## src/sv/olt_pkg.sv

```systemverilog
// shared constants, codes and controller/datapath interface types
package olt_pkg;

   // store size and derived widths
   localparam int CAPACITY = 64;
   localparam int IDX_W    = (CAPACITY > 1) ? $clog2(CAPACITY) : 1;
   localparam int LEN_W    = $clog2(CAPACITY + 1);
   localparam int CMD_W    = 3;
   localparam int POS_W    = 7;
   localparam int ELEM_W   = 8;
   localparam int RES_W    = 7;
   localparam int CMP_W    = ((LEN_W > POS_W) ? LEN_W : POS_W) + 1;

   // command codes
   localparam logic [CMD_W-1:0] CMD_INSERT = 3'd0;
   localparam logic [CMD_W-1:0] CMD_DELETE = 3'd1;
   localparam logic [CMD_W-1:0] CMD_GET    = 3'd2;
   localparam logic [CMD_W-1:0] CMD_LOCATE = 3'd3;
   localparam logic [CMD_W-1:0] CMD_COUNT  = 3'd4;
   localparam logic [CMD_W-1:0] CMD_CLEAR  = 3'd5;

   // pointer load source
   typedef enum logic [1:0] {
      PTR_ZERO   = 2'd0,
      PTR_LEN_M1 = 2'd1,
      PTR_POS_M1 = 2'd2
   } ptr_src_type;

   // controller to datapath
   typedef struct packed {
      logic        load;
      logic        ptr_load;
      ptr_src_type ptr_src;
      logic        rd_issue;
      logic        dir_down;
      logic        shift_up;
      logic        shift_dn;
      logic        wr_value;
      logic        cap_read;
      logic        scan;
      logic        set_ok;
      logic        len_inc;
      logic        len_dec;
      logic        len_clear;
   } ctrl_cmd_type;

   // datapath to controller
   typedef struct packed {
      logic [CMD_W-1:0] cmd;
      logic             ins_ok;
      logic             rd_ok;
      logic             ins_no_shift;
      logic             del_no_shift;
      logic             len_zero;
      logic             ptr_at_pos_m1;
      logic             ptr_at_len_m1;
   } dp_status_type;

endpackage

```

## src/sv/olt_datapath.sv

```systemverilog
// element store, length, walk pointer and result registers
module olt_datapath (
   input  logic                               clock,
   input  logic                               reset,
   input  olt_pkg::ctrl_cmd_type              ctl,
   output olt_pkg::dp_status_type             status,
   input  logic [olt_pkg::CMD_W-1:0]          req_cmd,
   input  logic [olt_pkg::POS_W-1:0]          req_position,
   input  logic [olt_pkg::ELEM_W-1:0]         req_elem_value,
   output logic                               rsp_ok,
   output logic [olt_pkg::ELEM_W-1:0]         rsp_read_value,
   output logic [olt_pkg::RES_W-1:0]          rsp_found_index,
   output logic [olt_pkg::RES_W-1:0]          rsp_cur_length
);

   // element store
   logic [olt_pkg::ELEM_W-1:0] mem [olt_pkg::CAPACITY];

   // request registers
   logic [olt_pkg::CMD_W-1:0]  cmd_ff;
   logic [olt_pkg::POS_W-1:0]  pos_ff;
   logic [olt_pkg::ELEM_W-1:0] val_ff;

   // control registers
   logic [olt_pkg::LEN_W-1:0]  len_ff, len_in;
   logic [olt_pkg::IDX_W-1:0]  ptr_ff, ptr_in;
   logic                       rvalid_ff;

   // read pipeline and results
   logic [olt_pkg::IDX_W-1:0]  ridx_ff;
   logic [olt_pkg::ELEM_W-1:0] rdata_ff;
   logic                       ok_ff;
   logic [olt_pkg::ELEM_W-1:0] rd_ff;
   logic [olt_pkg::LEN_W-1:0]  fi_ff;
   logic                       found_ff;

   // derived values
   logic [olt_pkg::CMP_W-1:0]  pos_ext, len_ext, pos_m1_ext, fi_ext;
   logic [olt_pkg::IDX_W-1:0]  pos_m1, len_m1;
   logic [olt_pkg::LEN_W-1:0]  len_m1_w, ptr_inc_l, ridx_inc_l;
   logic                       wr_en, match;
   logic [olt_pkg::IDX_W-1:0]  wr_addr;
   logic [olt_pkg::ELEM_W-1:0] wr_data;

   assign pos_ext    = olt_pkg::CMP_W'(pos_ff);
   assign len_ext    = olt_pkg::CMP_W'(len_ff);
   assign fi_ext     = olt_pkg::CMP_W'(fi_ff);
   assign pos_m1_ext = pos_ext - olt_pkg::CMP_W'(1);
   assign pos_m1     = pos_m1_ext[olt_pkg::IDX_W-1:0];
   assign len_m1_w   = len_ff - olt_pkg::LEN_W'(1);
   assign len_m1     = len_m1_w[olt_pkg::IDX_W-1:0];
   assign ptr_inc_l  = olt_pkg::LEN_W'(ptr_ff) + olt_pkg::LEN_W'(1);
   assign ridx_inc_l = olt_pkg::LEN_W'(ridx_ff) + olt_pkg::LEN_W'(1);

   // status toward the controller
   always_comb begin
      status.cmd           = cmd_ff;
      status.ins_ok        = (pos_ff != '0) && (pos_ext <= len_ext + olt_pkg::CMP_W'(1))
                             && (len_ext < olt_pkg::CMP_W'(olt_pkg::CAPACITY));
      status.rd_ok         = (pos_ff != '0) && (pos_ext <= len_ext);
      status.ins_no_shift  = (pos_ext == len_ext + olt_pkg::CMP_W'(1));
      status.del_no_shift  = (pos_ext == len_ext);
      status.len_zero      = (len_ff == '0);
      status.ptr_at_pos_m1 = (ptr_ff == pos_m1);
      status.ptr_at_len_m1 = (ptr_inc_l == len_ff);
   end

   // store write port: shifted beat or the inserted value
   always_comb begin
      wr_en   = ((ctl.shift_up || ctl.shift_dn) && rvalid_ff) || ctl.wr_value;
      wr_data = ctl.wr_value ? val_ff : rdata_ff;
      if (ctl.wr_value) begin
         wr_addr = pos_m1;
      end else if (ctl.shift_up) begin
         wr_addr = ridx_ff + olt_pkg::IDX_W'(1);
      end else begin
         wr_addr = ridx_ff - olt_pkg::IDX_W'(1);
      end
   end

   // store with registered read
   always_ff @(posedge clock) begin
      if (ctl.rd_issue) begin
         rdata_ff <= mem[ptr_ff];
      end
      if (wr_en) begin
         mem[wr_addr] <= wr_data;
      end
   end

   // walk pointer next value
   always_comb begin
      ptr_in = ptr_ff;
      priority if (ctl.ptr_load) begin
         unique case (ctl.ptr_src)
            olt_pkg::PTR_LEN_M1: ptr_in = len_m1;
            olt_pkg::PTR_POS_M1: ptr_in = pos_m1;
            default:             ptr_in = '0;
         endcase
      end else if (ctl.rd_issue) begin
         ptr_in = ctl.dir_down ? ptr_ff - olt_pkg::IDX_W'(1) : ptr_ff + olt_pkg::IDX_W'(1);
      end
   end

   // length next value
   always_comb begin
      len_in = len_ff;
      priority if (ctl.len_clear) begin
         len_in = '0;
      end else if (ctl.len_inc) begin
         len_in = len_ff + olt_pkg::LEN_W'(1);
      end else if (ctl.len_dec) begin
         len_in = len_m1_w;
      end
   end

   // control registers
   always_ff @(posedge clock) begin
      if (reset) begin
         len_ff    <= '0;
         rvalid_ff <= 1'b0;
      end else begin
         len_ff    <= len_in;
         rvalid_ff <= ctl.rd_issue;
      end
   end

   assign match = ctl.scan && rvalid_ff && (rdata_ff == val_ff);

   // request capture, read index and results
   always_ff @(posedge clock) begin
      ptr_ff <= ptr_in;
      if (ctl.rd_issue) begin
         ridx_ff <= ptr_ff;
      end
      if (ctl.load) begin
         cmd_ff   <= req_cmd;
         pos_ff   <= req_position;
         val_ff   <= req_elem_value;
         ok_ff    <= 1'b0;
         rd_ff    <= '0;
         fi_ff    <= '0;
         found_ff <= 1'b0;
      end else begin
         if (ctl.set_ok) begin
            ok_ff <= 1'b1;
         end
         if (ctl.cap_read) begin
            rd_ff <= rdata_ff;
         end
         // locate keeps the first hit, count adds every hit
         if (match) begin
            if (cmd_ff == olt_pkg::CMD_COUNT) begin
               fi_ff <= fi_ff + olt_pkg::LEN_W'(1);
            end else if (!found_ff) begin
               fi_ff    <= ridx_inc_l;
               found_ff <= 1'b1;
            end
         end
      end
   end

   // result ports
   assign rsp_ok          = ok_ff;
   assign rsp_read_value  = rd_ff;
   assign rsp_found_index = fi_ext[olt_pkg::RES_W-1:0];
   assign rsp_cur_length  = len_ext[olt_pkg::RES_W-1:0];

endmodule

```

## src/sv/olt_ctrl.sv

```systemverilog
// command sequencer for the list operations
module olt_ctrl (
   input  logic                   clock,
   input  logic                   reset,
   input  logic                   start,
   output logic                   busy,
   output logic                   rsp_strobe,
   input  olt_pkg::dp_status_type status,
   output olt_pkg::ctrl_cmd_type  ctl
);

   typedef enum logic [11:0] {
      ST_IDLE     = 12'b0000_0000_0001,
      ST_DECODE   = 12'b0000_0000_0010,
      ST_FETCH    = 12'b0000_0000_0100,
      ST_GRAB     = 12'b0000_0000_1000,
      ST_SHIFT_DN = 12'b0000_0001_0000,
      ST_DRAIN_DN = 12'b0000_0010_0000,
      ST_SHIFT_UP = 12'b0000_0100_0000,
      ST_DRAIN_UP = 12'b0000_1000_0000,
      ST_PUT      = 12'b0001_0000_0000,
      ST_SCAN     = 12'b0010_0000_0000,
      ST_SCAN_END = 12'b0100_0000_0000,
      ST_DONE     = 12'b1000_0000_0000
   } state_type;

   state_type state_ff, state_in;

   // next state and datapath commands
   always_comb begin
      state_in = state_ff;
      ctl      = '0;
      unique case (state_ff)
         ST_IDLE: begin
            if (start) begin
               ctl.load = 1'b1;
               state_in = ST_DECODE;
            end
         end
         ST_DECODE: begin
            state_in = ST_DONE;
            unique case (status.cmd)
               olt_pkg::CMD_INSERT: begin
                  if (status.ins_ok) begin
                     if (status.ins_no_shift) begin
                        state_in = ST_PUT;
                     end else begin
                        ctl.ptr_load = 1'b1;
                        ctl.ptr_src  = olt_pkg::PTR_LEN_M1;
                        state_in     = ST_SHIFT_UP;
                     end
                  end
               end
               olt_pkg::CMD_DELETE, olt_pkg::CMD_GET: begin
                  if (status.rd_ok) begin
                     ctl.ptr_load = 1'b1;
                     ctl.ptr_src  = olt_pkg::PTR_POS_M1;
                     state_in     = ST_FETCH;
                  end
               end
               olt_pkg::CMD_LOCATE, olt_pkg::CMD_COUNT: begin
                  ctl.set_ok = 1'b1;
                  if (!status.len_zero) begin
                     ctl.ptr_load = 1'b1;
                     ctl.ptr_src  = olt_pkg::PTR_ZERO;
                     state_in     = ST_SCAN;
                  end
               end
               olt_pkg::CMD_CLEAR: begin
                  ctl.len_clear = 1'b1;
                  ctl.set_ok    = 1'b1;
               end
               default: begin
                  state_in = ST_DONE;
               end
            endcase
         end
         // read the addressed element, pointer moves on to the next one
         ST_FETCH: begin
            ctl.rd_issue = 1'b1;
            state_in     = ST_GRAB;
         end
         ST_GRAB: begin
            ctl.cap_read = 1'b1;
            ctl.set_ok   = 1'b1;
            if (status.cmd == olt_pkg::CMD_DELETE) begin
               if (status.del_no_shift) begin
                  ctl.len_dec = 1'b1;
                  state_in    = ST_DONE;
               end else begin
                  state_in = ST_SHIFT_DN;
               end
            end else begin
               state_in = ST_DONE;
            end
         end
         // move later elements down one slot
         ST_SHIFT_DN: begin
            ctl.rd_issue = 1'b1;
            ctl.shift_dn = 1'b1;
            if (status.ptr_at_len_m1) begin
               state_in = ST_DRAIN_DN;
            end
         end
         ST_DRAIN_DN: begin
            ctl.shift_dn = 1'b1;
            ctl.len_dec  = 1'b1;
            state_in     = ST_DONE;
         end
         // move elements from the tail up one slot
         ST_SHIFT_UP: begin
            ctl.rd_issue = 1'b1;
            ctl.dir_down = 1'b1;
            ctl.shift_up = 1'b1;
            if (status.ptr_at_pos_m1) begin
               state_in = ST_DRAIN_UP;
            end
         end
         ST_DRAIN_UP: begin
            ctl.shift_up = 1'b1;
            state_in     = ST_PUT;
         end
         ST_PUT: begin
            ctl.wr_value = 1'b1;
            ctl.len_inc  = 1'b1;
            ctl.set_ok   = 1'b1;
            state_in     = ST_DONE;
         end
         // compare every element against the search byte
         ST_SCAN: begin
            ctl.rd_issue = 1'b1;
            ctl.scan     = 1'b1;
            if (status.ptr_at_len_m1) begin
               state_in = ST_SCAN_END;
            end
         end
         ST_SCAN_END: begin
            ctl.scan = 1'b1;
            state_in = ST_DONE;
         end
         ST_DONE: begin
            state_in = ST_IDLE;
         end
         default: begin
            state_in = ST_IDLE;
         end
      endcase
   end

   // state register
   always_ff @(posedge clock) begin
      if (reset) begin
         state_ff <= ST_IDLE;
      end else begin
         state_ff <= state_in;
      end
   end

   assign busy       = (state_ff != ST_IDLE);
   assign rsp_strobe = (state_ff == ST_DONE);

endmodule

```

## src/sv/ordered_list_table_unit.sv

```systemverilog
// ordered byte list top level: sequencer plus store datapath
//
// One command is taken at a time: a beat is accepted when start is high and
// busy is low, and its single result appears on the rsp_ ports for exactly one
// cycle with rsp_strobe high; the receiver cannot stall, so results must be
// taken as they come. The store is a memory with one read and one write port
// and a registered read, walked one element per cycle. Insert moves the
// elements from the tail down to position p up one slot, then writes the
// value (no shift when appending); delete reads position p, then moves later
// elements down one slot (no shift at the last position); get reads one
// element; locate and count compare every element (none on an empty list);
// clear and rejected commands go straight to the result. busy falls the cycle
// after the strobe. Stored bytes have no reset; only the length clears.
module ordered_list_table_unit (
   input  logic                         clock,
   input  logic                         reset,
   input  logic                         start,
   output logic                         busy,
   input  logic [olt_pkg::CMD_W-1:0]    req_cmd,
   input  logic [olt_pkg::POS_W-1:0]    req_position,
   input  logic [olt_pkg::ELEM_W-1:0]   req_elem_value,
   output logic                         rsp_strobe,
   output logic                         rsp_ok,
   output logic [olt_pkg::ELEM_W-1:0]   rsp_read_value,
   output logic [olt_pkg::RES_W-1:0]    rsp_found_index,
   output logic [olt_pkg::RES_W-1:0]    rsp_cur_length
);

   olt_pkg::ctrl_cmd_type  ctl;
   olt_pkg::dp_status_type status;

   // sequencer
   olt_ctrl u_ctrl (
      .clock      (clock),
      .reset      (reset),
      .start      (start),
      .busy       (busy),
      .rsp_strobe (rsp_strobe),
      .status     (status),
      .ctl        (ctl)
   );

   // store and result datapath
   olt_datapath u_datapath (
      .clock           (clock),
      .reset           (reset),
      .ctl             (ctl),
      .status          (status),
      .req_cmd         (req_cmd),
      .req_position    (req_position),
      .req_elem_value  (req_elem_value),
      .rsp_ok          (rsp_ok),
      .rsp_read_value  (rsp_read_value),
      .rsp_found_index (rsp_found_index),
      .rsp_cur_length  (rsp_cur_length)
   );

endmodule
```

## config.mk

```make
export PLATFORM = sky130hd
export DESIGN_NAME = ordered_list_table_unit
export DESIGN_NICKNAME = d
export VERILOG_FILES = /design/src/sv/olt_pkg.sv /design/src/sv/olt_datapath.sv /design/src/sv/olt_ctrl.sv /design/src/sv/ordered_list_table_unit.sv
export SDC_FILE = /design/constraint.sdc
export NUM_CORES = 1
export LEC_CHECK = 0
export BUFFER_PORTS_ARGS = -buffer_cell sky130_fd_sc_hd__buf_4
export CAP_MARGIN = 20
export CORE_MARGIN = 2
export CORE_UTILIZATION = 50
export CTS_CLUSTER_DIAMETER = 40
export CTS_CLUSTER_SIZE = 30
export DETAILED_ROUTE_END_ITERATION = 7
export PLACE_DENSITY = 0.66
export SYNTH_ARGS = -nofsm -noshare
export SYNTH_HDL_FRONTEND = slang
export SYNTH_HIERARCHICAL = 1
export SYNTH_SLANG_ARGS = --single-unit
export TNS_END_PERCENT = 100
```

## constraint.sdc

```tcl
create_clock -name clock -period 13.5 [get_ports clock]
set_clock_uncertainty 0.2 [all_clocks]
set_input_delay 1.35 -clock clock [delete_from_list [all_inputs] [get_ports clock]]
set_output_delay 1.35 -clock clock [all_outputs]
set_load 0.01 [all_outputs]
```

Yosys cells after proc, flatten, opt, wreduce, memory -nomap -nowiden --
Memory sizes are Yosys's and may differ from the RTL's. A register that Yosys moved wholly into a read port is not among the register bits. Cells that the tools add are included.
Word-level totals: latch bits 0, input port bits 21, memories 1, word-level logic and storage cells 131, register bits after elaboration 67, memory bits (read-only) 0, output and inout bits 25, bits in writable memories 512
Operators by class: equality and inequality tests 30, multiply operators 0, mux-type cells 47, div/mod/pow operators 0, shift operators 0, bitwise operators 1, $add $sub $neg 11, reductions and logical operators 26, $lt $le $gt $ge 3
Memories:
- u_datapath.mem | words 64, bits a word 8, rd ports 1, clocked after Yosys merged registers in 1, write ports 1, line olt_datapath.sv:17 | logic [olt_pkg::ELEM_W-1:0] mem [olt_pkg::CAPACITY];
Operator list (number):
- 2-to-1 mux 12 bit | 9
- case mux 12 bit (9 select lines) | 1
- case mux 12 bit (3 select lines) | 1
- 2-to-1 mux 6 bit | 5
- 2-to-1 mux 7 bit | 4
- subtractor 6 x 1 -> 6 bit (second input constant) | 3
- 2-to-1 mux 1 bit | 16
- 2-to-1 mux 3 bit | 5
- adder 6 x 1 -> 7 bit (second input constant) | 2
- adder 7 x 1 -> 7 bit (second input constant) | 2
- equality test 7 bit | 2
- OR reduction 2 bit | 7
- adder 6 x 1 -> 6 bit (second input constant) | 2
- equality test 12 x 1 -> 1 bit (second input constant) | 1
- equality test 12 x 10 -> 1 bit (second input constant) | 1
- equality test 12 x 11 -> 1 bit (second input constant) | 1
- equality test 12 bit (second input constant) | 1
- equality test 12 x 2 -> 1 bit (second input constant) | 1
- equality test 12 x 3 -> 1 bit (second input constant) | 1
- equality test 12 x 4 -> 1 bit (second input constant) | 1
- equality test 12 x 5 -> 1 bit (second input constant) | 1
- equality test 12 x 6 -> 1 bit (second input constant) | 1
- equality test 12 x 7 -> 1 bit (second input constant) | 1
- equality test 12 x 8 -> 1 bit (second input constant) | 1
- 32 further kinds | 48

Logic depth before layout (Yosys ltp) --
depth after elaboration 10, depth in mapped cells 18, mapped depth without buffers 18

Hierarchy --
The synthesis kept the hierarchy.
By module, submodules not included:
- olt_datapath | area each 23993.0 sq um, times used 1, sequential area each 17016.3 sq um, cells an instance 1351
- olt_ctrl | area each 978.4 sq um, times used 1, sequential area each 240.2 sq um, cells an instance 127

Worst setup path before layout --
OpenSTA, ideal clock, no wires.
path type flip-flop to flip-flop, start register u_ctrl.state_ff[0], end memory u_datapath/mem[2][0] in the netlist's numbering, enable pin, buffers on the path 1, data required time 12.917 ns, arrival time 3.695 ns, stages on the path, launching flop included 14, period minus slack after synthesis 4.279 ns, library setup time 0.383 ns, slack 9.221 ns, path through dfxtp_1 -> buf_2 -> nor4_2 -> and2_1 -> nand4b_1 -> nand2_1 -> inv_1 -> ha_1 -> nor2b_1 -> o21a_1 -> or3_4 -> and2_4 -> o31a_4 -> nor3_1
RTL lines:
- start, declared | line olt_ctrl.sv:27 | state_type state_ff, state_in;
- start signal, assigned | line olt_ctrl.sv:155 | state_ff <= state_in;
- end, declared | line olt_datapath.sv:17

==> impl_summary.log <==
INFO  metric synthesis.instances = 1478
INFO  metric post-route-cell-area = 28400 µm²
INFO  metric grt_start_max_net_pins = 65
INFO  metric timing.critical_path.buf_inv = 1
INFO  metric post_cts_resized = 0
INFO  metric drt-pass1-iter-count = 5
INFO  metric post-route-drc-count = 0
INFO  metric worstPathRequired = 13.54 ns
INFO  metric antenna-diode-count = 0
INFO  metric report.final.hold_viol_count = 0
INFO  metric worst_path_largest_cell_delay = 0.78 ns
INFO  metric clkTransAtPathRegs = 0.07 ns
INFO  metric post_synth_num_cell_types = 79
INFO  metric tritoncts_clock_tree = done
INFO  metric synthFlopType = sky130_fd_sc_hd__edfxtp_1
INFO  metric cts.path.max_buffers = 3
INFO  metric die_y = 227.5 µm
INFO  metric setup_viol = 0
INFO  metric share_of_the_yosys_chip_area_belonging_to_registers = 0.6911
INFO  metric power_after_layout = 3.955 mW
INFO  metric place.gp.congestion = 0.8283
INFO  metric worst-slew-pin-transition = 1.167 ns
INFO  metric io_buffers = 45
INFO  metric h-tree-depth = 3
INFO  metric max_cap_violations = 0
INFO  metric final_min_period_over_clock_period = 0.4007
INFO  metric vias_per_cell = 6.241
INFO  metric clock_power_share = 0.486
INFO  metric finalMaxSlewViolations = 0
INFO  metric clock_sink_count = 587
INFO  metric layout.cells.most_common_list = 550 x sky130_fd_sc_hd__edfxtp_1, 122 x sky130_fd_sc_hd__mux4_2, 98 x sky130_fd_sc_hd__nor2_1
INFO  metric mostFrequentLayoutCell = sky130_fd_sc_hd__edfxtp_1
INFO  metric worst_ep_arrival_time = 5.45 ns
INFO  metric power_report.internal_total = 3.091 mW
INFO  metric hold_path.class = flop to flop
INFO  metric detailed_placement_hpwl = 36520 µm
INFO  metric synth-edff-count = 550
INFO  metric first_global_vias = 13539
INFO  metric placementRows = 81
INFO  metric floorplan.initialDensity = 0.5080
INFO  metric end_kind = flop
INFO  metric outcome = complete, no violations
INFO  metric hold_buffers = 0
INFO  metric synth.ff_latch_count = 587
INFO  metric post-cts-setup-buffers = 0
INFO  metric globalRoute.totalOverflow = 0
INFO  metric syn-num-nets = 1532
INFO  metric slowest_stage = sky130_fd_sc_hd__nor2_1
INFO  metric post-route-min-period = 5.410 ns
INFO  metric cts_root_buffer = sky130_fd_sc_hd__clkbuf_16
INFO  metric finalWirelength = 59420 µm
INFO  metric first_pass_grt_wire_length = 88390 µm
INFO  metric vias = 14155
INFO  metric grt_util_all_layers = 0.2354
INFO  metric die_width = 227.5 µm
INFO  metric clock_buffer_count_from_cts = 73
INFO  metric wire_per_inst = 26.20 µm
INFO  metric num-nets-final = 1600
INFO  metric comb_power_share = 0.015
INFO  metric max_freq = 184.9 MHz
INFO  metric cp-start-kind = flop
INFO  metric async_flop_share = 0
INFO  metric critical_path.max_fanout = 11
INFO  metric relSlewSlack = 0.2211
INFO  metric floorplan.die_area = 51750 µm²
INFO  metric timing_worst_setup_path_type = flop to flop
INFO  metric seqPwrFrac = 0.500
INFO  metric cp_top_family = simple AND/OR/NAND/NOR gates
INFO  metric dr.first_iter.drc_count = 1664
INFO  metric power.ir.vdd_worst = 0.08655 mV
INFO  metric synth.avg_cell_area = 16.90 µm²
INFO  metric p_sw_frac = 0.2185
INFO  metric ant_nets = 0
INFO  metric layout-area-overhead-vs-synth = 13.73%
INFO  metric floorplan.core_area = 49150 µm²
INFO  metric total_leakage_power = 9.154 nW
INFO  metric postPlaceCellArea = 25920 µm²
INFO  metric ioPinCount = 46
INFO  metric path_cells = nor4_2 > and2_1 > nand4b_1 > nand2_1 > inv_1 > ha_1 > and2_1 > a22o_1 > mux2i_1 > a22o_1 > o2111ai_1 > nor2_1
INFO  metric final_layout_size_suffix_gt1_frac = 0.2195
INFO  metric power.density = 139.2 nW/µm²
INFO  metric power.switching = 0.8639 mW
INFO  metric yosysWarningCount = 6
INFO  metric antenna_found_initial = 0
INFO  metric syn-cell-area = 24970 µm²
INFO  metric totalNegativeSetupSlack = 0 ns
INFO  metric insertion_delay = 0.62 ns
INFO  metric rsz0062_at_grt = false
## cells by family (layout without fill, tap and decap cells)
family / Yosys count / in the layout / share of synthesized area
AO/OA/AOI/OAI: 194 / 194 / 0.05316
XOR/XNOR: 56 / 56 / 0.01964
adder cells (fa/ha/maj): 33 / 33 / 0.01714
buffers and inverters: 107 / 233 / 0.02109
flip-flops: 587 / 587 / 0.6911
multiplexers: 158 / 158 / 0.1253
AND/OR/NAND/NOR: 343 / 343 / 0.07265
## synthesized netlist by cell type, types with 31 or more instances
cell / instances / share of area
sky130_fd_sc_hd__edfxtp_1: 550 / 0.66
sky130_fd_sc_hd__nand3_1: 34 / 0.0068
sky130_fd_sc_hd__nand2_1: 53 / 0.0080
sky130_fd_sc_hd__dfxtp_1: 37 / 0.030
sky130_fd_sc_hd__nor2_1: 100 / 0.015
sky130_fd_sc_hd__o21ai_0: 34 / 0.0068
sky130_fd_sc_hd__ha_1: 31 / 0.016
sky130_fd_sc_hd__clkbuf_1: 31 / 0.0047
sky130_fd_sc_hd__xnor2_1: 36 / 0.013
sky130_fd_sc_hd__mux4_2: 122 / 0.11
sky130_fd_sc_hd__a21oi_1: 34 / 0.0068
sky130_fd_sc_hd__a22oi_1: 43 / 0.013
## stage by stage
stage / utilization / hold WS [ns] / std cells / worst slack (ns)
global placement: 0.5273 / 0.2581 / 2130 / 8.268
finish: 0.5778 / 0.2706 / 2268 / 8.090
floorplan: - / 0.2486 / 1478 / 9.221
CTS: 0.5771 / 0.2783 / 2263 / 8.109
global route: 0.5778 / 0.3346 / 2268 / 7.841
detailed placement: 0.5273 / 0.2677 / 2130 / 8.120
## worst register-to-register path: cells and delay by family (launching register included)
family	cells	cell delay, ns
muxes	1	0.20
buffers and inverters	1	0.15
DFF	1	0.42
AOI/OAI and AO/OA	3	1.50
and+or+nand+nor	6	2.22
adders and majority gates	1	0.36
## area by class of cell
cell class / instances / area, µm²
clock buffers: 83 / 1864
repair buffers: 72 / 535.5
fillers: 3648 / 20750
multi-input cells: 784 / 7222
inverters: 28 / 105.1
clock inverters: 50 / 586.8
well taps: 664 / 830.8
flip-flops and latches: 587 / 17260
## routing by layer
| layer | vias up | part of all wire | wire (µm) | GRT usage |
|---|---|---|---|---|
| met5 | - | 0 | 0 | 0 |
| met4 | 0 | 0.027 | 1624 | 0.08202 |
| met3 | 106 | 0.093 | 5529 | 0.04324 |
| met2 | 753 | 0.46 | 27210 | 0.3581 |
| met1 | 7214 | 0.42 | 25050 | 0.3444 |
| li1 | 6082 | - | - | - |
## worst paths after layout
check / endpoint / start / cells after the start / slack (ns)
max reg2reg: u_datapath/mem[17][0]$_DFFE_PP_ / u_ctrl/state_ff[0]$_SDFFE_PP1P_ / 12 / 8.09
min reg2reg: u_datapath/rsp_ok$_SDFFE_PP0P_ / u_datapath/rsp_ok$_SDFFE_PP0P_ / 2 / 0.27
min: u_datapath/rsp_ok$_SDFFE_PP0P_ / u_datapath/rsp_ok$_SDFFE_PP0P_ / 2 / 0.27
max: u_datapath/mem[17][0]$_DFFE_PP_ / u_ctrl/state_ff[0]$_SDFFE_PP1P_ / 12 / 8.09
## power groups by stage
stage,registers (mW),logic [mW],clock network [mW]
floorplan,2.01,0.0410,0
global placement,2.01,0.0574,0
detailed placement,2.01,0.0584,0
CTS,1.98,0.0585,1.95
global route,1.98,0.0648,2.03
finish,1.98,0.0584,1.92
## registers in the layout, summed over array words and instances, names as in the netlist
| name | flops |
|---|---|
| u_ctrl/state_ff | 12 |
| u_datapath/cmd_ff | 3 |
| u_datapath/found_ff | 1 |
| u_datapath/mem | 512 |
| u_datapath/pos_ff | 7 |
| u_datapath/ptr_ff | 6 |
| u_datapath/rdata_ff | 8 |
| u_datapath/ridx_ff | 6 |
| u_datapath/rsp_cur_length | 7 |
| u_datapath/rsp_found_index | 7 |
| u_datapath/rsp_ok | 1 |
| u_datapath/rsp_read_value | 8 |
| u_datapath/rvalid_ff | 1 |
| u_datapath/val_ff | 8 |
(Power assumes the default switching activity.)
